<file path="src/idl_pkg.sv">
package idl_pkg;

	// Table geometry and field widths.
	localparam int TABLE_ENTRIES = 16;
	localparam int SAMPLE_BITS   = 10;
	localparam int CAL_STORED    = 16;
	localparam int CAL_COUNT     = (TABLE_ENTRIES < CAL_STORED) ? TABLE_ENTRIES : CAL_STORED;
	localparam int CAL_W         = 10;
	localparam int CMP_W         = (SAMPLE_BITS > CAL_W) ? SAMPLE_BITS : CAL_W;
	localparam int IDX_W         = (CAL_COUNT > 1) ? $clog2(CAL_COUNT) : 1;
	localparam int NUM_W         = CMP_W + 3;
	localparam int DIST_W        = 7;
	localparam int FRAC_W        = 3;
	localparam int STEP_CM       = 5;
	localparam int IN_TDATA_W    = ((SAMPLE_BITS + 7) / 8) * 8;
	localparam int OUT_TDATA_W   = ((DIST_W + 7) / 8) * 8;

	localparam logic [DIST_W-1:0] STEP_DIST = DIST_W'(STEP_CM);
	localparam logic [DIST_W-1:0] SAT_DIST  = DIST_W'(STEP_CM * CAL_COUNT);

	// Sensor readings at 5, 10, 15, ... cm, strictly descending.
	localparam logic [CAL_W-1:0] CAL_TABLE [CAL_STORED] = '{
		10'd1023, 10'd730, 10'd570, 10'd450, 10'd390, 10'd340, 10'd300, 10'd260,
		10'd240,  10'd200, 10'd180, 10'd170, 10'd160, 10'd155, 10'd150, 10'd145
	};

	// Result of the table search, carried from the first stage.
	typedef struct packed {
		logic                   found;
		logic [IDX_W-1:0]       idx;
		logic [SAMPLE_BITS-1:0] sample;
	} search_t;

endpackage

</file>
<file path="src/idl_search.sv">
module idl_search (
	input  logic                     clk,
	input  logic                     arst_n,
	input  logic                     in_valid,
	output logic                     in_ready,
	input  logic [idl_pkg::SAMPLE_BITS-1:0] in_sample,
	output logic                     valid_s1,
	input  logic                     ready_dn,
	output idl_pkg::search_t         data_s1
);
	import idl_pkg::*;

	logic [CAL_COUNT-1:0] hit;
	logic                 found;
	logic [IDX_W-1:0]     idx;
	logic                 adv;

	// Compare the sample against every table entry in parallel.
	always_comb begin
		for (int k = 0; k < CAL_COUNT; k++) begin
			hit[k] = CMP_W'(CAL_TABLE[k]) < CMP_W'(in_sample);
		end
	end

	// The first entry below the sample wins.
	always_comb begin
		found = |hit;
		idx   = '0;
		for (int k = CAL_COUNT - 1; k >= 0; k--) begin
			if (hit[k]) begin
				idx = IDX_W'(k);
			end
		end
	end

	assign adv      = !valid_s1 || ready_dn;
	assign in_ready = adv;

	// Stage 1 register.
	always_ff @(posedge clk or negedge arst_n) begin
		if (!arst_n) begin
			valid_s1 <= 1'b0;
		end else if (adv) begin
			valid_s1 <= in_valid;
		end
	end

	always_ff @(posedge clk) begin
		if (adv && in_valid) begin
			data_s1.found  <= found;
			data_s1.idx    <= idx;
			data_s1.sample <= in_sample;
		end
	end

endmodule

</file>
<file path="src/idl_interp.sv">
module idl_interp (
	input  logic                      clk,
	input  logic                      arst_n,
	input  logic                      valid_s1,
	output logic                      ready_up,
	input  idl_pkg::search_t          data_s1,
	output logic                      valid_s3,
	input  logic                      ready_dn,
	output logic [idl_pkg::DIST_W-1:0] dist_s3,
	output logic                      beyond_s3
);
	import idl_pkg::*;

	logic [IDX_W-1:0]  prev_idx;
	logic [CAL_W-1:0]  hi;
	logic [CAL_W-1:0]  lo;
	logic [CMP_W-1:0]  diff;
	logic [NUM_W-1:0]  num;
	logic [CAL_W-1:0]  span;
	logic [DIST_W-1:0] base;
	logic              use_frac;

	logic              valid_s2;
	logic [NUM_W-1:0]  num_s2;
	logic [CAL_W-1:0]  span_s2;
	logic [DIST_W-1:0] base_s2;
	logic              use_frac_s2;
	logic              beyond_s2;

	logic [NUM_W-1:0]  mult1;
	logic [NUM_W-1:0]  mult2;
	logic [NUM_W-1:0]  mult3;
	logic [NUM_W-1:0]  mult4;
	logic [FRAC_W-1:0] frac;
	logic [DIST_W-1:0] dist_sum;

	logic              adv_s2;
	logic              adv_s3;

	assign adv_s3   = !valid_s3 || ready_dn;
	assign adv_s2   = !valid_s2 || adv_s3;
	assign ready_up = adv_s2;

	// Neighbors of the bracket, scaled numerator and span.
	always_comb begin
		prev_idx = (data_s1.idx == '0) ? '0 : data_s1.idx - IDX_W'(1);
		hi       = CAL_TABLE[prev_idx];
		lo       = CAL_TABLE[data_s1.idx];
		diff     = CMP_W'(hi) - CMP_W'(data_s1.sample);
		num      = (NUM_W'(diff) << 2) + NUM_W'(diff);
		span     = hi - lo;
		use_frac = data_s1.found && (data_s1.idx != '0);
		priority if (!data_s1.found) begin
			base = SAT_DIST;
		end else if (data_s1.idx == '0) begin
			base = STEP_DIST;
		end else begin
			base = (DIST_W'(data_s1.idx) << 2) + DIST_W'(data_s1.idx);
		end
	end

	// Stage 2 register.
	always_ff @(posedge clk or negedge arst_n) begin
		if (!arst_n) begin
			valid_s2 <= 1'b0;
		end else if (adv_s2) begin
			valid_s2 <= valid_s1;
		end
	end

	always_ff @(posedge clk) begin
		if (adv_s2 && valid_s1) begin
			num_s2      <= num;
			span_s2     <= span;
			base_s2     <= base;
			use_frac_s2 <= use_frac;
			beyond_s2   <= !data_s1.found;
		end
	end

	// The quotient is below five, so four compares against multiples of the span give it.
	always_comb begin
		mult1 = NUM_W'(span_s2);
		mult2 = NUM_W'(span_s2) << 1;
		mult3 = (NUM_W'(span_s2) << 1) + NUM_W'(span_s2);
		mult4 = NUM_W'(span_s2) << 2;
		frac  = FRAC_W'(num_s2 >= mult1) + FRAC_W'(num_s2 >= mult2)
			+ FRAC_W'(num_s2 >= mult3) + FRAC_W'(num_s2 >= mult4);
		if (use_frac_s2 && (span_s2 != '0)) begin
			dist_sum = base_s2 + DIST_W'(frac);
		end else begin
			dist_sum = base_s2;
		end
	end

	// Stage 3 register, which is also the output register.
	always_ff @(posedge clk or negedge arst_n) begin
		if (!arst_n) begin
			valid_s3 <= 1'b0;
		end else if (adv_s3) begin
			valid_s3 <= valid_s2;
		end
	end

	always_ff @(posedge clk) begin
		if (adv_s3 && valid_s2) begin
			dist_s3   <= dist_sum;
			beyond_s3 <= beyond_s2;
		end
	end

endmodule

</file>
<file path="src/ir_distance_linearizer_top.sv">
// Infrared distance linearizer: each 10-bit sensor reading on the slave stream becomes a
// distance in cm on the master stream, interpolated between calibration points 5 cm apart
// and saturated at 80 cm with tuser set when the reading is at or below the farthest point.
// The block takes one item per clock while the output is not stalled, and each result passes
// through its three register stages (table search, span and numerator, quotient and sum);
// a stalled output holds the pipeline without losing items.
module ir_distance_linearizer_top (
	input  logic                           clk,
	input  logic                           arst_n,
	input  logic                           s_tvalid,
	output logic                           s_tready,
	input  logic [idl_pkg::IN_TDATA_W-1:0]  s_tdata,  // [9:0] sample, rest zero
	output logic                           m_tvalid,
	input  logic                           m_tready,
	output logic [idl_pkg::OUT_TDATA_W-1:0] m_tdata,  // [6:0] distance_cm, rest zero
	output logic                           m_tuser   // [0] beyond_range
);
	import idl_pkg::*;

	logic              valid_s1;
	logic              ready_s2;
	search_t           data_s1;
	logic [DIST_W-1:0] dist_s3;
	logic              beyond_s3;

	idl_search u_search (
		.clk      (clk),
		.arst_n   (arst_n),
		.in_valid (s_tvalid),
		.in_ready (s_tready),
		.in_sample(s_tdata[SAMPLE_BITS-1:0]),
		.valid_s1 (valid_s1),
		.ready_dn (ready_s2),
		.data_s1  (data_s1)
	);

	idl_interp u_interp (
		.clk      (clk),
		.arst_n   (arst_n),
		.valid_s1 (valid_s1),
		.ready_up (ready_s2),
		.data_s1  (data_s1),
		.valid_s3 (m_tvalid),
		.ready_dn (m_tready),
		.dist_s3  (dist_s3),
		.beyond_s3(beyond_s3)
	);

	assign m_tdata = OUT_TDATA_W'(dist_s3);
	assign m_tuser = beyond_s3;

	// A saturated item always carries the farthest distance.
	a_sat_dist: assert property (@(posedge clk) disable iff (!arst_n)
		m_tvalid && m_tuser |-> dist_s3 == SAT_DIST)
		else $error("saturated item with wrong distance");

	// An in-range item lies inside the table span.
	a_in_range: assert property (@(posedge clk) disable iff (!arst_n)
		m_tvalid && !m_tuser |-> (dist_s3 >= STEP_DIST) && (dist_s3 < SAT_DIST))
		else $error("in-range distance outside the table span");

	// A search result held by a stall stays put.
	a_s1_hold: assert property (@(posedge clk) disable iff (!arst_n)
		valid_s1 && !ready_s2 |=> valid_s1 && $stable(data_s1))
		else $error("stage 1 item changed while stalled");

endmodule

</file>
<file path="config.mk">
export PLATFORM = sky130hd
export DESIGN_NAME = ir_distance_linearizer_top
export DESIGN_NICKNAME = d
export VERILOG_FILES = /design/src/idl_pkg.sv /design/src/idl_search.sv /design/src/idl_interp.sv /design/src/ir_distance_linearizer_top.sv
export SDC_FILE = /design/constraint.sdc
export NUM_CORES = 1
export LEC_CHECK = 0
export ABC_AREA = 1
export BUFFER_PORTS_ARGS = -buffer_cell sky130_fd_sc_hd__buf_4
export CORE_AREA = 8 8 128 130
export CTS_BUF_LIST = sky130_fd_sc_hd__clkbuf_8 sky130_fd_sc_hd__clkbuf_16
export DETAILED_ROUTE_END_ITERATION = 8
export DIE_AREA = 0 0 136 138
export GPL_TIMING_DRIVEN = 0
export PLACE_DENSITY = 0.64
export SYNTH_ARGS = -nofsm -noshare
export SYNTH_HDL_FRONTEND = slang
export SYNTH_SLANG_ARGS = --single-unit
</file>
<file path="constraint.sdc">
create_clock -name clk -period 5.45 [get_ports clk]
set_input_delay 0.2725 -clock clk [delete_from_list [all_inputs] [get_ports clk]]
set_output_delay 0.2725 -clock clk [all_outputs]
set_load 0.01 [all_outputs]
</file>
==> metrics.txt, run 1 <==
status finished clean; Worst EP arrival 5.13 ns; global-route wire length before repair 19.9 mm; WL per Instance 12.8 microns; Post-Route WL 11.6 mm; final worst path period need 5.05 ns; Tightest Hold Check Type in2reg; H-tree lvl count 3; Synth Area per Inst 8.33 sq um; RSZ-0062 raised after global routing false; Post-synth EDFFs 55; Post-DRT Antenna Nets 0; Power, Total 4.08 mW; CP required 5.53 ns; number of global-route vias before repair 4491; HP Start s_tdata[3]; Remaining DRCs 0; DR vias/cell 4.92; Cell Pwr Density 636 nW/um^2; Inserted Clock Buffers 9; Synth Register Bits 58; register-to-register setup slack 0.40 ns; fin nets 837; Initial Utilization 0.390; drt first pass iters 5; Synthesized Nets 795; vias after detailed routing 4437; Worst Path Max Fanout 3; cell count after synthesis 670; hpwl dp 9.46 mm; count of cell types in the netlist 43; top_reg_cell synth edfxtp_1; global router's overall resource usage 0.128; hold depth 1; hold path endpoint u_search.data_s1[3]; Max Clock Freq 198 MHz; Critical R2R Capture u_interp.dist_s3[6]; Finished Core Util 0.448; startpoint type of the worst setup path flop; Post-Route Setup TNS 0 ns; Final Skew 0.0121 ns; Longest Clk Path Bufs 2; # clock sinks 58; r2r worst-path depth 24; leakage power 3.03 nW; MaxCap Viol Count 0; CTS tree built; # port buffers 23; most common cell after layout, fill and taps aside nand2_1; Slew headroom 0.240; Area Overhead vs Synth 14.9%; Diodes inserted 0; Die ar. 18800 sq um; GP Congestion 0.902; Ys Warns 0; Worst Setup End Kind flop; core area 14300 sq um; Slew @ Worst Pin 1.14 ns; clk root buf clkbuf_16; GR Overflow Total 0; WHS 0.152 ns; First DRT Iteration DRCs 219; final cycle utilization of the critical path 0.926; Reg clk slew, reported paths 0.06 ns; R2R Path Start u_interp.span_s2[1]; I/O pins 31; mapped cell area 5580 sq um; critical setup path kind reg2reg; die height 138 microns; Site Rows 44; commonest cells after routing, fill and taps aside 103 x nand2_1, 101 x inv_1, 98 x ha_1, 56 x nor2_1, 55 x edfxtp_1; clock latency on the worst-skew pair 0.33 ns; initial antenna violation count 0; Hold Vio Cnt, Final 0; ys async rst share 0.0517; fraction of layout cells with a size suffix above 1 0.105; final setup vio count 0; Final Max Slew Viols 0; worst vdd ir 0.283 mV; Fillers 1427; largest net degree at the start of global routing 33; chip width 136 microns; sequential area share after synthesis 0.310
## critical path: stages (launching register included)
cell and delay, ns:
edfxtp_1 0.37, ha_1 0.21, inv_1 0.08, fa_1 0.44
o31ai_4 0.29, a21oi_1 0.10, o21bai_1 0.20, buf_4 0.14
xor2_1 0.14, ha_1 0.26, nand4_1 0.15, a21oi_1 0.06
o21ai_0 0.14, a21boi_0 0.13, nor4_2 0.32, fa_1 0.47
inv_1 0.07, ha_1 0.15, inv_1 0.05, fa_1 0.40
nor2_1 0.11, o21ai_0 0.08, nor2_1 0.17, nand3_1 0.12
xnor2_1 0.14
## registers in the layout, indices dropped and copies added, names as in the netlist, 7 cells and up
name / count
u_interp.base_s2: 7
u_search.data_s1: 15
u_interp.dist_s3: 7
u_interp.span_s2: 10
u_interp.num_s2: 13
## what timing repair did
| item | CTS | global route |
|---|---|---|
| pin swaps | 1 | 5 |
| hold buffers | 1 | 0 |
| hold endpoints to repair | 3 | 0 |
| setup endpoints to repair | 3 | 8 |
| buffers inserted | 1 | 6 |
| gates resized for setup | 2 | 20 |
## layout make-up
cell class | instances | area (sq um) | area share
Multi-Input combinational cell | 497 | 3460 | 0.540
Clock buffer | 9 | 225 | 0.0351
Buffer | 5 | 32.5 | 0.00508
Sequential cell | 58 | 1730 | 0.269
Clock inverter | 7 | 78.8 | 0.0123
Inverter | 110 | 418 | 0.0652
Tap cell | 184 | 230 | 0.0359
Timing Repair Buffer | 31 | 235 | 0.0367
## synth_stat cells, types with 2 or more instances
| cell type | n | share of area |
|---|---|---|
| a221oi_1 | 2 | 0.0031 |
| nor2_1 | 58 | 0.039 |
| xor2_1 | 26 | 0.041 |
| clkinv_1 | 2 | 0.0013 |
| nor4_1 | 3 | 0.0034 |
| a21boi_0 | 2 | 0.0027 |
| inv_1 | 107 | 0.072 |
| ha_1 | 98 | 0.22 |
| nand3_1 | 17 | 0.015 |
| a31oi_1 | 8 | 0.0090 |
| a22oi_1 | 2 | 0.0027 |
| dfrtp_1 | 3 | 0.013 |
| o21ai_0 | 55 | 0.049 |
| a21o_1 | 4 | 0.0054 |
| nand2_2 | 2 | 0.0022 |
| nand4_1 | 5 | 0.0056 |
| nor2_2 | 3 | 0.0034 |
| o211ai_1 | 7 | 0.0094 |
| o2111ai_1 | 3 | 0.0047 |
| fa_1 | 7 | 0.025 |
| edfxtp_1 | 55 | 0.30 |
| xnor2_1 | 12 | 0.019 |
| nor3_1 | 8 | 0.0072 |
| o21bai_1 | 2 | 0.0027 |
| nand2_1 | 103 | 0.069 |
| a21oi_1 | 54 | 0.048 |
| o31ai_1 | 6 | 0.0081 |
## metrics by stage
step           instance area (sq um)  worst slack [ns]  cells
2_1_floorplan                   5580             0.702    670
3_3_place_gp                    5980            -0.144    877
3_5_place_dp                    5980            -0.131    877
4_1_cts                         6310            0.0192    895
5_1_grt                         6410           0.00483    901
6_report                        6410             0.404    901
## layer usage
metal | track usage | part of all wire
met1 | 0.154 | 0.46
met2 | 0.226 | 0.50
met3 | 0.0192 | 0.021
met4 | 0.0463 | 0.016
met5 | 0 | 0
## kinds of logic (layout without fill, tap and decap cells)
group	count (synthesis)	in the layout	synth area share
buf+inv	115	162	0.0808
flops	58	58	0.310
other cells	1	1	0.000672
compound gates	149	149	0.151
fa+ha+maj	105	105	0.245
simple gates	204	204	0.153
xor+xnor	38	38	0.0597
## worst max-delay path by stage
stage | slack, ns | startpoint | cells past startpoint | end
6_report | 0.40 | u_interp.span_s2[1] | 24 | u_interp.dist_s3[6]
5_1_grt | 0.005 | u_search.data_s1[10] | 29 | u_interp.num_s2[11]
4_1_cts | 0.02 | u_search.data_s1[10] | 28 | u_interp.num_s2[11]
3_5_place_dp | -0.13 | u_search.data_s1[10] | 28 | u_interp.num_s2[11]
3_3_place_gp | -0.14 | u_search.data_s1[10] | 28 | u_interp.num_s2[11]
2_1_floorplan | 0.70 | u_search.data_s1[10] | 28 | u_interp.num_s2[11]
## where the power goes
| group | switching [mW] | internal, mW | total [mW] | leakage [nW] |
|---|---|---|---|---|
| Sequential | 0.127 | 0.758 | 0.885 | 0.566 |
| Combinational | 1.51 | 1.11 | 2.62 | 2.33 |
| Clock | 0.212 | 0.356 | 0.569 | 0.138 |
No activity file was read; power rests on OpenSTA's default activity.
==> run 2: changes to the inputs <==
--- a/config.mk
+++ b/config.mk
@@ -7,12 +7,13 @@
 export LEC_CHECK = 0
 export ABC_AREA = 1
 export BUFFER_PORTS_ARGS = -buffer_cell sky130_fd_sc_hd__buf_4
-export CORE_AREA = 8 8 128 130
+export CORE_AREA = 8 8 132 134
 export CTS_BUF_LIST = sky130_fd_sc_hd__clkbuf_8 sky130_fd_sc_hd__clkbuf_16
 export DETAILED_ROUTE_END_ITERATION = 8
-export DIE_AREA = 0 0 136 138
+export DIE_AREA = 0 0 140 142
 export GPL_TIMING_DRIVEN = 0
 export PLACE_DENSITY = 0.64
 export SYNTH_ARGS = -nofsm -noshare
 export SYNTH_HDL_FRONTEND = slang
+export SYNTH_HIERARCHICAL = 1
 export SYNTH_SLANG_ARGS = --single-unit
==> metrics.txt, run 2 <==
status finished clean; initial antenna violation count 0; Slew headroom 0.177; most common cell after layout, fill and taps aside nand2_1; largest net degree at the start of global routing 33; # Post-CTS Setup Buffers 0; vias after detailed routing 4934; fin nets 895; H-tree lvl count 3; DR vias/cell 5.09; Worst Path Max Fanout 9; sequential area share after synthesis 0.290; Synthesized Nets 860; Diodes inserted 0; Biggest register u_search/data_s1; final worst path period need 4.89 ns; Synth Area per Inst 8.08 sq um; WHS 0.152 ns; Worst EP arrival 4.97 ns; Largest regs u_search/data_s1 (15), u_interp/num_s2 (13), u_interp/span_s2 (10); Longest Clk Path Bufs 2; final cycle utilization of the critical path 0.897; Worst Setup End Kind flop; WL per Instance 13.4 microns; final setup vio count 0; Slew @ Worst Pin 1.23 ns; Remaining DRCs 0; Tightest Hold Check Type in2reg; Post-synth EDFFs 55; Final Max Slew Viols 0; Ys Warns 6; cell count after synthesis 738; hold path endpoint u_search/valid_s1; Synth Register Bits 58; core area 15400 sq um; Post-DRT Antenna Nets 0; top cells by area, synth edfxtp_1 28%, ha_1 20%, nand2_1 8.7%; hpwl dp 10.5 mm; worst vdd ir 0.309 mV; Final Skew 0.00766 ns; Site Rows 46; Post-Route WL 13.0 mm; max reg flops 15; CP required 5.53 ns; chip width 140 microns; register area 1730 sq um; First DRT Iteration DRCs 265; Post-synth top cells 138 x nand2_1, 103 x inv_1, 94 x ha_1; # port buffers 23; Cell Pwr Density 589 nW/um^2; r2r worst-path depth 23; drt first pass iters 7; RSZ-0062 raised after global routing false; Post-Route Setup TNS 0 ns; global-route wire length before repair 22.1 mm; hold buffers post-CTS 1; register-to-register setup slack 0.56 ns; Hold Vio Cnt, Final 0; clk root buf clkbuf_16; fraction of layout cells with a size suffix above 1 0.104; cell taking the most area after synthesis edfxtp_1; mapped cell area 5960 sq um; multi-input logic area 3770 sq um; CTS tree built; global router's overall resource usage 0.136; post-synth top area share 0.277; # clock sinks 58; top_reg_cell synth edfxtp_1; Inserted Clock Buffers 9; I/O pins 31; die height 142 microns; GP Congestion 0.882; R2R Path Start u_search/data_s1[11]; CTS resizes 0; ys async rst share 0.0517; GR Overflow Total 0; Die ar. 19900 sq um; Critical R2R Capture u_interp/num_s2[11]; MaxCap Viol Count 0; hold depth 3; Max Clock Freq 205 MHz; Reg clk slew, reported paths 0.06 ns; commonest cells after routing, fill and taps aside 138 x nand2_1, 103 x inv_1, 94 x ha_1, 70 x nor2_1, 55 x edfxtp_1; clock latency on the worst-skew pair 0.33 ns; leakage power 3.18 nW; Initial Utilization 0.386; number of global-route vias before repair 4667; Fillers 1563; HP Start s_tvalid; count of cell types in the netlist 49; Area Overhead vs Synth 12.5%; startpoint type of the worst setup path flop; top-count cell post-synth nand2_1; critical setup path kind reg2reg
-- run 2: how the worst max path moves through the flow --
stage                         startpoint                  end  slack, ns  cells after the start
finish              u_search/data_s1[11]  u_interp/num_s2[11]       0.56                     23
global route         u_interp/span_s2[0]  u_interp/dist_s3[6]       0.18                     24
global placement     u_interp/span_s2[0]  u_interp/dist_s3[6]       0.64                     24
detailed placement   u_interp/span_s2[0]  u_interp/dist_s3[6]       0.56                     24
floorplan           u_search/data_s1[11]  u_interp/num_s2[11]       1.20                     26
CTS                  u_interp/span_s2[0]  u_interp/dist_s3[6]       0.54                     24
-- run 2: cell families after synthesis --
| kind of cell | after synthesis | synth area share |
|---|---|---|
| AO/OA/AOI/OAI | 131 | 0.130 |
| XOR/XNOR | 34 | 0.0512 |
| adder cells (fa/ha/maj) | 102 | 0.224 |
| buffers and inverters | 118 | 0.0777 |
| flip-flops | 58 | 0.290 |
| other | 1 | 0.000629 |
| AND/OR/NAND/NOR | 294 | 0.226 |
-- run 2: power by group --
part,internal [mW],switching [mW]
sequential,0.718,0.131
clock,0.398,0.205
combinational,1.01,1.49
total,2.12,1.82
-- run 2: stage by stage --
| step | worst slack (ns) | cell area, sq um | power (mW) | cells | util |
|---|---|---|---|---|---|
| finish | 0.562 | 6710 | 3.95 | 970 | 0.435 |
| global route | 0.180 | 6710 | 4.40 | 970 | 0.435 |
| CTS | 0.540 | 6700 | 3.96 | 970 | 0.434 |
| detailed placement | 0.560 | 6370 | 3.33 | 953 | 0.413 |
| global placement | 0.643 | 6370 | 3.29 | 953 | 0.413 |
| floorplan | 1.20 | 5960 | 2.77 | 738 | - |
-- run 2: worst max-delay path: stages, from the launching register on --
cell and delay (ns):
edfxtp_1 0.58, inv_1 0.29, ha_1 0.30, inv_1 0.13, ha_1 0.35, nand2_4 0.12
inv_1 0.09, nand2_1 0.09, o221ai_1 0.17, ha_1 0.30, fa_1 0.41, nand3b_1 0.17
nand2_1 0.13, a31oi_1 0.11, xnor2_1 0.28, ha_1 0.36, nand2_1 0.12, inv_1 0.04
a21oi_1 0.13, nand2_1 0.12, a21oi_1 0.15, nor2_1 0.05, nand3_1 0.07, nand2_1 0.06
-- run 2: layout make-up --
class / count / share of cell area
buffer: 5 / 0.00560
clock buffer: 9 / 0.0336
clock inverter: 7 / 0.0140
inverter: 113 / 0.0634
multi-input combinational: 562 / 0.563
sequential: 58 / 0.258
tap: 192 / 0.0358
timing repair buffer: 24 / 0.0272
-- run 2: layer usage --
layer  routed length (microns)  global-route usage  up-vias
met5                         0                   0        -
met4                       435              0.0674        0
met3                       415              0.0205       26
met2                      5970               0.220      109
met1                      6210               0.173     2205
li1                          -                   -     2594
==> run 3: changes to the inputs <==
--- a/config.mk
+++ b/config.mk
@@ -8,7 +8,7 @@
 export ABC_AREA = 1
 export BUFFER_PORTS_ARGS = -buffer_cell sky130_fd_sc_hd__buf_4
 export CORE_AREA = 8 8 132 134
-export CTS_BUF_LIST = sky130_fd_sc_hd__clkbuf_8 sky130_fd_sc_hd__clkbuf_16
+export CTS_BUF_LIST = sky130_fd_sc_hd__clkbuf_8
 export DETAILED_ROUTE_END_ITERATION = 8
 export DIE_AREA = 0 0 140 142
 export GPL_TIMING_DRIVEN = 0
==> metrics.txt, run 3 (synthesis results as in run 2) <==
cells along the critical path inv_1, ha_1, inv_1, ha_1, nand2_4, inv_1, nand2_1, o221ai_1, ha_1, fa_1, nand3b_1, nand2_1, a31oi_1, xnor2_1, ha_1, nand2_1, inv_1, a21oi_1, nand2_1, a21oi_1, nor2_1, nand3_1, nand2_1; Slew @ Worst Pin 1.22 ns; Worst EP arrival 4.99 ns; number of global-route vias before repair 4685; Post-Route WL 12.9 mm; r2r worst-path depth 23; Max Clock Freq 205 MHz; chip width 140 microns; Site Rows 46; leakage power 3.13 nW; Final Skew 0.0123 ns; final worst path period need 4.89 ns; RSZ-0062 raised after global routing false; DR vias/cell 5.09; fraction of layout cells with a size suffix above 1 0.104; GP Congestion 0.882; Post-Route Setup TNS 0 ns; Slew headroom 0.188; # clock sinks 58; final setup vio count 0; hold buffers post-CTS 1; critical path depth 23; worst vdd ir 0.311 mV; startpoint type of the worst setup path flop; CP Buf/Inv Count 4; critical path's largest stage delay 0.60 ns; register-to-register setup slack 0.56 ns; clk root buf clkbuf_8; Initial Utilization 0.386; most common cell after layout, fill and taps aside nand2_1; CP required 5.55 ns; clock latency on the worst-skew pair 0.34 ns; Final Max Slew Viols 0; critical setup path kind reg2reg; GR Overflow Total 0; Post-DRT Antenna Nets 0; Worst Setup End Kind flop; Largest regs u_search/data_s1 (15), u_interp/num_s2 (13), u_interp/span_s2 (10); Area Overhead vs Synth 10.8%; WL per Instance 13.3 microns; Longest Clk Path Bufs 2; # port buffers 23; drt first pass iters 7; Tightest Hold Check Type in2reg; Cell Pwr Density 573 nW/um^2; max reg flops 15; global router's overall resource usage 0.135; die height 142 microns; Inserted Clock Buffers 9; hold path endpoint u_search/valid_s1; hpwl dp 10.5 mm; status finished clean; core area 15400 sq um; CTS resizes 0; vias after detailed routing 4941; Remaining DRCs 0; # Post-CTS Setup Buffers 0; final cycle utilization of the critical path 0.897; initial antenna violation count 0; global-route wire length before repair 22.1 mm; Hold Vio Cnt, Final 0; Biggest register u_search/data_s1; First DRT Iteration DRCs 314; CP delay by family, top adder cells; Worst Path Max Fanout 9; most frequent CP cell nand2_1; R2R Path Start u_search/data_s1[11]; Fillers 1576; Critical Path Start u_search/data_s1[11]; I/O pins 31; H-tree lvl count 3; Die ar. 19900 sq um; MaxCap Viol Count 0; hold depth 3; Diodes inserted 0; Reg clk slew, reported paths 0.07 ns; commonest cells after routing, fill and taps aside 138 x nand2_1, 103 x inv_1, 94 x ha_1, 70 x nor2_1, 55 x edfxtp_1; CP max-delay cell edfxtp_1; fin nets 895; Finished Core Util 0.428; Critical R2R Capture u_interp/num_s2[11]; CTS tree built; largest net degree at the start of global routing 33; HP Start s_tvalid
run 3: worst max-delay path by stage:
stage / to / slack (ns)
2_1_floorplan: u_interp/num_s2[11] / 1.20
3_3_place_gp: u_interp/dist_s3[6] / 0.64
3_5_place_dp: u_interp/dist_s3[6] / 0.56
4_1_cts: u_interp/dist_s3[6] / 0.55
5_1_grt: u_interp/num_s2[11] / 0.18
6_report: u_interp/num_s2[11] / 0.56
run 3: worst min-delay path: stages:
cell and delay [ns]:
buf_4 0.08, inv_1 0.05, nand2_1 0.06
run 3: metal layers:
| layer | routed length [microns] | vias to the layer above | track usage | part of all wire |
|---|---|---|---|---|
| met5 | 0 | - | 0 | 0 |
| met3 | 420 | 28 | 0.0205 | 0.032 |
| li1 | - | 2592 | - | - |
| met2 | 5930 | 114 | 0.219 | 0.46 |
| met1 | 6170 | 2207 | 0.173 | 0.48 |
| met4 | 408 | 0 | 0.0640 | 0.032 |
run 3: through the flow:
stage | setup WS, ns | std cells | area (sq um) | total power, mW | hold slack (ns)
floorplan | 1.20 | 738 | 5960 | 2.77 | -0.0231
global placement | 0.643 | 953 | 6370 | 3.29 | 0.0649
detailed placement | 0.560 | 953 | 6370 | 3.33 | 0.0657
CTS | 0.549 | 970 | 6600 | 3.80 | 0.105
global route | 0.182 | 970 | 6600 | 4.23 | 0.133
finish | 0.563 | 970 | 6600 | 3.78 | 0.138
run 3: where the power goes:
| part | internal [mW] | leakage [nW] | total, mW | switching [mW] |
|---|---|---|---|---|
| Combinational | 1.01 | 2.46 | 2.50 | 1.49 |
| Clock | 0.256 | 0.105 | 0.439 | 0.183 |
| Sequential | 0.717 | 0.567 | 0.848 | 0.131 |
| Total | 1.98 | 3.13 | 3.78 | 1.80 |
run 3: final cells by class:
cell class | instances | area [sq um] | area share
Inverter | 113 | 425 | 0.0644
Timing Repair Buffer | 24 | 183 | 0.0277
Multi-Input combinational cell | 562 | 3770 | 0.571
Sequential cell | 58 | 1730 | 0.261
Clock inverter | 7 | 93.8 | 0.0142
Buffer | 5 | 37.5 | 0.00568
Clock buffer | 9 | 124 | 0.0188
Tap cell | 192 | 240 | 0.0364
